==> config.mk <==
export PLATFORM = sky130hd
export DESIGN_NAME = slxfp_ctrl
export DESIGN_NICKNAME = d
export VERILOG_FILES = /design/src/rtl/slxfp_pkg.sv /design/src/rtl/slxfp_ctrl.sv
export SDC_FILE = /design/constraint.sdc
export NUM_CORES = 1
export LEC_CHECK = 0
export BUFFER_PORTS_ARGS = -buffer_cell sky130_fd_sc_hd__buf_2
export CAP_MARGIN = 20
export CORE_UTILIZATION = 25
export DETAILED_ROUTE_END_ITERATION = 7
export GPL_ROUTABILITY_DRIVEN = 0
export SLEW_MARGIN = 20
export SYNTH_ARGS = -nofsm -noshare
export SYNTH_HDL_FRONTEND = slang
export SYNTH_SLANG_ARGS = --single-unit
==> constraint.sdc <==
create_clock -name clock -period 14.7 [get_ports clock]
set_clock_uncertainty 0.1 [all_clocks]
set_input_delay 2.205 -clock clock [delete_from_list [all_inputs] [get_ports clock]]
set_output_delay 2.205 -clock clock [all_outputs]
set_load 0.02 [all_outputs]
==> src/rtl/slxfp_pkg.sv <==
// shared types and constants for the sync/length/xor frame parser
// no dependencies; imported by every module of the parser except the payload buffer
package slxfp_pkg;

   // word kinds on the request channel
   localparam logic [1:0] KIND_BYTE  = 2'd0;
   localparam logic [1:0] KIND_CHECK = 2'd1;
   localparam logic [1:0] KIND_READ  = 2'd2;

   // parser phases
   localparam logic [2:0] PH_SYNC   = 3'd0;
   localparam logic [2:0] PH_CMD    = 3'd1;
   localparam logic [2:0] PH_LEN_LO = 3'd2;
   localparam logic [2:0] PH_LEN_HI = 3'd3;
   localparam logic [2:0] PH_DATA   = 3'd4;
   localparam logic [2:0] PH_SUM    = 3'd5;

   // result event codes
   localparam logic [2:0] EV_NONE     = 3'd0;
   localparam logic [2:0] EV_GOOD     = 3'd1;
   localparam logic [2:0] EV_BADSUM   = 3'd2;
   localparam logic [2:0] EV_OVERSIZE = 3'd3;
   localparam logic [2:0] EV_TIMEOUT  = 3'd4;

   // configuration register indexes
   localparam logic CSR_SYNC_VALUE = 1'b0;
   localparam logic CSR_TIMEOUT    = 1'b1;

   // register reset values
   localparam logic [7:0]  SYNC_RESET    = 8'h5A;
   localparam logic [15:0] TIMEOUT_RESET = 16'd200;

   // largest payload; sizes the buffer and bounds the read index and the length field
   localparam int MAX_PAYLOAD = 1024;

   // field widths
   localparam int CSR_W      = 16;
   localparam int LEN_W      = 16;
   localparam int LEN_HIGH_SHIFT = 8;
   localparam int CMP_W      = 17;
   localparam int OUT_LEN_W  = 11;
   localparam int IDX_W      = 10;

   // result fields produced by the parser control
   typedef struct packed {
      logic [2:0]           event_res;
      logic [7:0]           frame_command;
      logic [OUT_LEN_W-1:0] frame_length;
      logic [31:0]          bad_checksum_total;
      logic [31:0]          resync_total;
   } rsp_fields_type;

endpackage

==> src/rtl/slxfp_ctrl.sv <==
// parser control: phase machine, checksum, counters and config registers
// depends on slxfp_pkg
module slxfp_ctrl
   import slxfp_pkg::*;
(
   input  logic              clock,
   input  logic              reset,
   input  logic              accept,
   input  logic [1:0]        kind,
   input  logic [7:0]        data_byte,
   input  logic [31:0]       now_ms,
   input  logic              csr_wr_en,
   input  logic              csr_index,
   input  logic [CSR_W-1:0]  csr_wr_data,
   output rsp_fields_type    rsp_next,
   output logic              wr_en,
   output logic [IDX_W-1:0]  wr_addr,
   output logic [7:0]        wr_data
);

   localparam int POS_W = $clog2(MAX_PAYLOAD + 1);

   logic [7:0]       sync_value_ff;
   logic [15:0]      timeout_limit_ff;
   logic [2:0]       phase_ff, phase_in;
   logic [7:0]       command_ff, command_in;
   logic [LEN_W-1:0] length_ff, length_in;
   logic [POS_W-1:0] position_ff, position_in;
   logic [7:0]       xor_ff, xor_in;
   logic [31:0]      last_time_ff, last_time_in;
   logic [31:0]      bad_count_ff, bad_count_in;
   logic [31:0]      resync_count_ff, resync_count_in;

   logic [LEN_W-1:0] len_full;
   logic [31:0]      idle_time;

   assign len_full  = {data_byte, length_ff[LEN_HIGH_SHIFT-1:0]};
   assign idle_time = now_ms - last_time_ff;

   // next state and result for the word on the input
   always_comb begin
      phase_in        = phase_ff;
      command_in      = command_ff;
      length_in       = length_ff;
      position_in     = position_ff;
      xor_in          = xor_ff;
      last_time_in    = last_time_ff;
      bad_count_in    = bad_count_ff;
      resync_count_in = resync_count_ff;
      rsp_next.event_res     = EV_NONE;
      rsp_next.frame_command = 8'd0;
      rsp_next.frame_length  = '0;
      wr_en   = 1'b0;
      wr_addr = IDX_W'(position_ff);
      wr_data = data_byte;

      case (kind)
         KIND_BYTE: begin
            last_time_in = now_ms;
            case (phase_ff)
               PH_SYNC: begin
                  if (data_byte == sync_value_ff) begin
                     phase_in = PH_CMD;
                  end
               end
               PH_CMD: begin
                  command_in = data_byte;
                  xor_in     = data_byte;
                  phase_in   = PH_LEN_LO;
               end
               PH_LEN_LO: begin
                  length_in = LEN_W'(data_byte);
                  xor_in    = xor_ff ^ data_byte;
                  phase_in  = PH_LEN_HI;
               end
               PH_LEN_HI: begin
                  position_in = '0;
                  if (CMP_W'(len_full) > CMP_W'(MAX_PAYLOAD)) begin
                     // oversize length: count it and hunt for sync again
                     resync_count_in = resync_count_ff + 32'd1;
                     phase_in  = PH_SYNC;
                     length_in = '0;
                     xor_in    = 8'd0;
                     rsp_next.event_res = EV_OVERSIZE;
                  end else begin
                     length_in = len_full;
                     xor_in    = xor_ff ^ data_byte;
                     phase_in  = (len_full != '0) ? PH_DATA : PH_SUM;
                  end
               end
               PH_DATA: begin
                  wr_en       = accept &&
                                (CMP_W'(position_ff) < CMP_W'(MAX_PAYLOAD));
                  position_in = position_ff + POS_W'(1);
                  xor_in      = xor_ff ^ data_byte;
                  if (CMP_W'(position_ff) + CMP_W'(1) >= CMP_W'(length_ff)) begin
                     phase_in = PH_SUM;
                  end
               end
               PH_SUM: begin
                  if (data_byte != xor_ff) begin
                     bad_count_in = bad_count_ff + 32'd1;
                     rsp_next.event_res = EV_BADSUM;
                  end else begin
                     rsp_next.event_res     = EV_GOOD;
                     rsp_next.frame_command = command_ff;
                     rsp_next.frame_length  = OUT_LEN_W'(length_ff);
                  end
                  phase_in    = PH_SYNC;
                  length_in   = '0;
                  position_in = '0;
                  xor_in      = 8'd0;
               end
               default: begin
                  phase_in    = PH_SYNC;
                  length_in   = '0;
                  position_in = '0;
                  xor_in      = 8'd0;
               end
            endcase
         end
         KIND_CHECK: begin
            // abandon a frame that has gone quiet too long
            if ((phase_ff != PH_SYNC) && (idle_time >= 32'(timeout_limit_ff))) begin
               resync_count_in = resync_count_ff + 32'd1;
               phase_in    = PH_SYNC;
               length_in   = '0;
               position_in = '0;
               xor_in      = 8'd0;
               rsp_next.event_res = EV_TIMEOUT;
            end
         end
         default: begin
         end
      endcase

      rsp_next.bad_checksum_total = bad_count_in;
      rsp_next.resync_total       = resync_count_in;
   end

   // parser state
   always_ff @(posedge clock) begin
      if (reset) begin
         phase_ff        <= PH_SYNC;
         command_ff      <= 8'd0;
         length_ff       <= '0;
         position_ff     <= '0;
         xor_ff          <= 8'd0;
         last_time_ff    <= 32'd0;
         bad_count_ff    <= 32'd0;
         resync_count_ff <= 32'd0;
      end else if (accept) begin
         phase_ff        <= phase_in;
         command_ff      <= command_in;
         length_ff       <= length_in;
         position_ff     <= position_in;
         xor_ff          <= xor_in;
         last_time_ff    <= last_time_in;
         bad_count_ff    <= bad_count_in;
         resync_count_ff <= resync_count_in;
      end
   end

   // configuration registers
   always_ff @(posedge clock) begin
      if (reset) begin
         sync_value_ff    <= SYNC_RESET;
         timeout_limit_ff <= TIMEOUT_RESET;
      end else if (csr_wr_en) begin
         case (csr_index)
            CSR_SYNC_VALUE: sync_value_ff    <= csr_wr_data[7:0];
            CSR_TIMEOUT:    timeout_limit_ff <= csr_wr_data[15:0];
            default: begin
            end
         endcase
      end
   end

endmodule

==> results of run 1 <==
placed cells by master (no fill, tap or decap), types with 48 or more instances in the layout:
| master | netlist | layout |
|---|---|---|
| nand2_1 | 247 | 247 |
| dfxtp_1 | 166 | 166 |
| buf_2 | 13 | 166 |
| a21oi_1 | 131 | 131 |
| nor2_1 | 130 | 129 |
| xor2_1 | 80 | 80 |
| inv_1 | 77 | 77 |
| nand3_1 | 62 | 62 |
| ha_1 | 62 | 62 |
| xnor2_1 | 49 | 49 |
| o21ai_0 | 48 | 48 |
state kept, by name (all words and copies together), names as in the netlist, 8 cells and up:
register,flops
bad_count_ff,32
last_time_ff,32
resync_count_ff,32
length_ff,16
timeout_limit_ff,16
position_ff,11
command_ff,8
sync_value_ff,8
xor_ff,8
Yosys cell counts, types with 5 or more instances:
library cell,n
o21a_1,10
o21ai_1,9
a22o_1,9
o21ai_0,48
or4_1,11
buf_2,13
nor2_1,130
xnor2_1,49
o41ai_1,6
nand3_1,62
o31ai_1,20
or3_1,13
nor4_1,10
and4_1,7
and2_1,13
a21o_1,15
nor2b_1,21
a31oi_1,9
o221ai_1,5
a21oi_1,131
nor3_1,25
a211o_1,6
nand2b_1,7
and3_1,37
clkbuf_1,64
inv_1,77
mux2_4,8
o211ai_1,6
nand2_1,247
nand3b_1,7
ha_1,62
nor3b_1,11
buf_4,24
nand4_1,22
xor2_1,80
dfxtp_1,166
path summary, 6_finish.rpt:
path | start | to | slack, ns | cells after the start
worst max-delay path | now_ms[0] | rsp_next[19] | 4.55 | 22
worst min-delay path | last_time_ff[28]$_SDFFE_PP0P_ | last_time_ff[28]$_SDFFE_PP0P_ | 0.35 | 2
worst max register to register | last_time_ff[0]$_SDFFE_PP0P_ | resync_count_ff[3]$_SDFFE_PP0P_ | 8.74 | 19
worst min register to register | last_time_ff[28]$_SDFFE_PP0P_ | last_time_ff[28]$_SDFFE_PP0P_ | 0.35 | 2
power groups by stage:
stage	combinational (mW)	sequential (mW)	clock (mW)
floorplan	0.125	0.470	0
global placement	0.167	0.471	0
detailed placement	0.170	0.471	0
global route	0.191	0.461	0.490
CTS	0.172	0.460	0.472
finish	0.172	0.460	0.455
metal layers:
metal / global-route usage [%] / share of wire [%] / routed length (µm)
met5: 0 / 0 / 0
met2: 24.0 / 46 / 16300
met3: 3.70 / 5.5 / 1950
met4: 7.00 / 3.0 / 1060
met1: 18.8 / 45 / 15900
worst register-to-register path, stage by stage, from the launching register on:
cell       delay (ns)
dfxtp_1          0.31
ha_1             0.21
fa_1             0.41
and2b_2          0.27
o2111ai_4        0.16
a2111oi_2        0.51
nor3_1           0.10
xnor2_1          0.15
ha_1             0.29
a21o_1           0.19
a221oi_1         0.26
o21ai_1          0.10
a211o_1          0.28
a211o_1          0.26
nor3_1           0.20
nand4_2          0.23
nor4_4           0.48
o21a_2           0.83
nor3_1           0.16
mux2_1           0.35
cells by family after synthesis:
| group | synth area share, % |
|---|---|
| muxes | 1.96 |
| xor gates and xnor gates | 9.73 |
| and+or+nand+nor | 26.4 |
| adders and majority gates | 6.85 |
| buffers and inverters | 7.19 |
| AOI/OAI and AO/OA | 19.3 |
| DFF | 28.6 |
layout make-up:
class	instances	area, µm²	share of cell area, %
Multi-Input combinational cell	1186	7470	56.2
Sequential cell	166	3320	25.0
Timing Repair Buffer	173	883	6.65
Tap cell	600	751	5.65
Clock buffer	19	443	3.33
Inverter	78	293	2.20
Clock inverter	13	124	0.933
per-stage QoR:
| step | instance area [µm²] | hold slack (ns) |
|---|---|---|
| detailed placement | 12700 | 0.346 |
| floorplan | 11600 | 0.330 |
| global placement | 12700 | 0.341 |
| CTS | 13300 | 0.355 |
| global route | 13300 | 0.372 |
| finish | 13300 | 0.354 |
==> impl_metrics.yaml, run 1 <==
cells_and_area:
  nets: 1748
  syn2layout_area_growth_pct: 14.3
  n_antenna_cell: 0
  post-route-util_pct: 29.1
  fillers: 4905
  fin_cells: 2235
  drive_above_1_share_pct: 15.1
die:
  die_w_um: 218
  start_util_pct: 25.5
  rows: 78
  io_pins: 168
  fp.dieH_um: 218
  core-area_um2: 45600
  die_area_um2: 47300
sta:
  fin_tns_setup_ns: 0
  slew_viol_final: 0
  period_minus_slack_ns: 10.15
  finalHoldViolations: 0
  slew_headroom_pct: 34.0
  rsz0062_at_grt: "false"
  worst_slack_ns: 4.55
  fmax_mhz: 98.5
  setup_viol: 0
  min_period_over_period_pct: 69.1
  tightest_slew_ns: 0.991
worst_setup_path:
  critPathRequiredTime_ns: 12.40
  slowest_stage: "o21a_2"
  cp_num_buf_inv: 3
  crit_type: "in -> out"
  worst_path_largest_cell_delay_ns: 0.83
  critPathLaunchType: "primary input"
  critPathArrivalTime_ns: 7.85
  path_common_cell: "nor3_1"
  crit_chain: "buf_2 > inv_1 > ha_1 > fa_1 > and2b_2 > o2111ai_4 > a2111oi_2 > nor3_1 > xnor2_1 > ha_1 > a21o_1 > a221oi_1 > o21ai_1 > a211o_1 > a211o_1 > nor3_1 > nand4_2 > nor4_4 > o21a_2 > nor3_1 > xor2_1 > buf_2"
  critPathMaxFanout: 53
  endpoint_kind: "output pin"
  crit_family: "compound AO/OA/AOI/OAI gates"
cts:
  root_buffer: "clkbuf_16"
  clk_latency_ns: 0.48
  ctsHoldBuffers: 0
  clkSinkCount: 166
  htree_levels: 4
  cts-buffers-inserted: 17
  cts_tree: "built"
  cts_resized: 0
  cts.path.max_buffers: 2
  clk_pin_slew_ns: 0.06
  cts_setup_buffers: 0
power_and_ir_drop:
  power.density_nw_per_um2: 81.9
  seqPwrFrac_pct: 42.4
  p_clk_share_pct: 41.8
  max-vdd-ir-drop_uv: 73.3
  power_frac_comb_pct: 15.8
  p_leak_nw: 5.35
  netSwitchingFraction_pct: 30.4
  p_sw_mw: 0.331
  intPower_mw: 0.756
  power_mw: 1.09
detailed_routing:
  routed-via-count: 11200
  wl_per_cell_um: 15.7
  wl_mm: 35.2
  dr.first_iter.drc_count: 616
  drc: 0
  vias_per_cell: 5.00
  ant_nets: 0
  first_pass_iters: 5
global_routing:
  grt_overflow_total: 0
  grt_start_max_net_pins: 83
  antenna_found_initial: 2
  grt_pass1_vias: 10400
  grt_pass1_wl_mm: 56.0
  grt_usage_pct: 15.0
synth:
  yosysTopAreaCellShare_pct: 28.6
  syn_area_um2: 11600
  synth-edff-count: 0
  ys_seq_area_share_pct: 28.6
  synthArstFlopShare_pct: 0
  synth_fp_nets: 1664
  ys_types: 94
  syn_inst: 1538
  synth-main-ff-cell: "dfxtp_1"
  synth_area_per_cell_um2: 7.55
  synth_area_leaders: "dfxtp_1, nand2_1, ha_1, xor2_1, a21oi_1"
  ys_ff_latch: 166
  yosys_warnings: 0
  synth_top_cell_by_area: "dfxtp_1"
hold_path:
  hp-class: "reg -> reg"
run:
  maxCapViolCount: 0
outcome:
  status: "finished clean"
place:
  dp_slack_ns: 4.55
  placedCellCount: 2203
  numPortBuffers: 167
  hpwl_mm: 26.2
Power figures use the tool's default switching activity.
==> run 2, diff against run 1 <==
clock period = 9.2 ns   (was 14.7 ns; I/O delays follow)
==> run 2 against run 1 <==
Largest cell class unchanged. Critical path type unchanged. Highest routed layer unchanged. Sequential share of layout area is essentially flat. Non-clock buffer count increased by 1. Critical endpoint unchanged. Clock power up 61%. Total power rose by 60%. Via count fell by 1.2%.
==> impl_metrics.yaml, run 2 (synthesis results as in run 1) <==
cells_and_area:
  n_antenna_cell: 0
  top_regs: "bad_count_ff (32), last_time_ff (32), resync_count_ff (32)"
  syn2layout_area_growth_pct: 14.5
  fin_cells: 2236
  final_common_cell: "nand2_1"
  fillers: 4905
  drive_above_1_share_pct: 15.2
  layout_common_cells: "nand2_1, dfxtp_1, buf_2"
  nets: 1749
worst_setup_path:
  endpoint_kind: "output pin"
  crit_type: "in -> out"
  critPathArrivalTime_ns: 6.90
  critPathRequiredTime_ns: 7.72
  critPathMaxFanout: 41
  critPathLaunchType: "primary input"
die:
  die_area_um2: 47300
  start_util_pct: 25.5
  rows: 78
  core-area_um2: 45600
  fp.dieH_um: 218
  io_pins: 168
  die_w_um: 218
global_routing:
  grt_usage_pct: 15.0
  antenna_found_initial: 1
  grt_pass1_wl_mm: 55.7
  grt_start_max_net_pins: 83
  grt_pass1_vias: 10500
  grt_overflow_total: 0
hold_path:
  hp-class: "reg -> reg"
cts:
  clk_latency_ns: 0.49
  clkSinkCount: 166
  root_buffer: "clkbuf_16"
  clk_pin_slew_ns: 0.08
  cts_resized: 0
  htree_levels: 4
  ctsHoldBuffers: 0
  cts_setup_buffers: 0
  cts.path.max_buffers: 2
  cts_tree: "built"
  cts-buffers-inserted: 17
sta:
  period_minus_slack_ns: 8.38
  min_period_over_period_pct: 91.1
  fmax_mhz: 119
  finalHoldViolations: 0
  slew_headroom_pct: 34.6
  setup_viol: 0
  slew_viol_final: 0
  rsz0062_at_grt: "false"
  fin_tns_setup_ns: 0
  tightest_slew_ns: 0.981
place:
  hpwl_mm: 26.2
  numPortBuffers: 167
  placedCellCount: 2204
power_and_ir_drop:
  p_leak_nw: 5.37
  max-vdd-ir-drop_uv: 117
  power.density_nw_per_um2: 131
detailed_routing:
  drc: 0
  dr.first_iter.drc_count: 727
  ant_nets: 0
  wl_per_cell_um: 15.7
  routed-via-count: 11100
  wl_mm: 35.2
  vias_per_cell: 4.94
  first_pass_iters: 5
run:
  maxCapViolCount: 0
outcome:
  status: "finished clean"
==> run 2: cell count changes in the layout (fill, tap and decap cells not counted), sizes merged <==
cell	change
clkbuf	-2
inv	+4
clkinv	+2
buf	+1
bufinv	-1
clkinvlp	-3
==> run 2: power breakdown <==
group	switching [mW]	total [mW]	leakage (nW)	internal (mW)
combinational	0.177	0.274	3.74	0.0972
clock	0.371	0.732	0.286	0.362
sequential	0.00657	0.735	1.34	0.729
total	0.554	1.74	5.37	1.19
==> run 2: layout make-up <==
class	instances	area [µm²]	share of cell area (%)
Tap cell	600	751	5.64
Sequential cell	166	3320	25.0
Multi-Input combinational cell	1186	7470	56.1
Clock inverter	15	156	1.18
Clock buffer	17	425	3.20
Inverter	78	293	2.20
Timing Repair Buffer	174	891	6.70
==> run 2: path summary, 6_finish.rpt <==
kind / startpoint / endpoint / slack (ns) / cells past startpoint
min reg2reg: last_time_ff[28]$_SDFFE_PP0P_ / last_time_ff[28]$_SDFFE_PP0P_ / 0.35 / 2
max: now_ms[0] / rsp_next[19] / 0.82 / 22
min: last_time_ff[28]$_SDFFE_PP0P_ / last_time_ff[28]$_SDFFE_PP0P_ / 0.35 / 2
max reg2reg: last_time_ff[0]$_SDFFE_PP0P_ / resync_count_ff[3]$_SDFFE_PP0P_ / 3.14 / 20
==> run 2: critical path: stages <==
cell       delay (ns)
buf_2            0.09
inv_1            0.04
ha_1             0.22
fa_1             0.41
and2b_2          0.27
o2111ai_4        0.16
a2111oi_2        0.52
nor3_1           0.10
xnor2_1          0.15
ha_1             0.29
a21o_1           0.18
a221oi_1         0.26
o21ai_1          0.10
a211o_1          0.28
a211o_1          0.27
nor3_1           0.22
nand4_2          0.26
nor4_4           0.48
o21a_2           0.67
nor3_1           0.18
xor2_1           0.18
buf_2            0.18
==> run 2: metal layers <==
| layer | wire length (µm) | global-route usage (%) | share of wire [%] | up-vias |
|---|---|---|---|---|
| met2 | 16500 | 24.5 | 47 | 319 |
| met4 | 878 | 6.24 | 2.5 | 0 |
| met3 | 2010 | 3.53 | 5.7 | 44 |
| met5 | 0 | 0 | 0 | - |
| met1 | 15800 | 18.8 | 45 | 5194 |
| li1 | - | - | - | 5493 |
==> run 2: through the flow <==
step                      setup WS [ns]  power [mW]  area, µm²  utilization [%]  hold slack, ns
after floorplan                    1.66       0.950      11600                -           0.330
after global placement             1.00        1.02      12700             27.9           0.341
after detailed placement          0.884        1.02      12700             27.9           0.345
after CTS                         0.848        1.78      13300             29.2           0.358
after global routing              0.406        1.84      13300             29.2           0.373
final                             0.820        1.74      13300             29.2           0.355
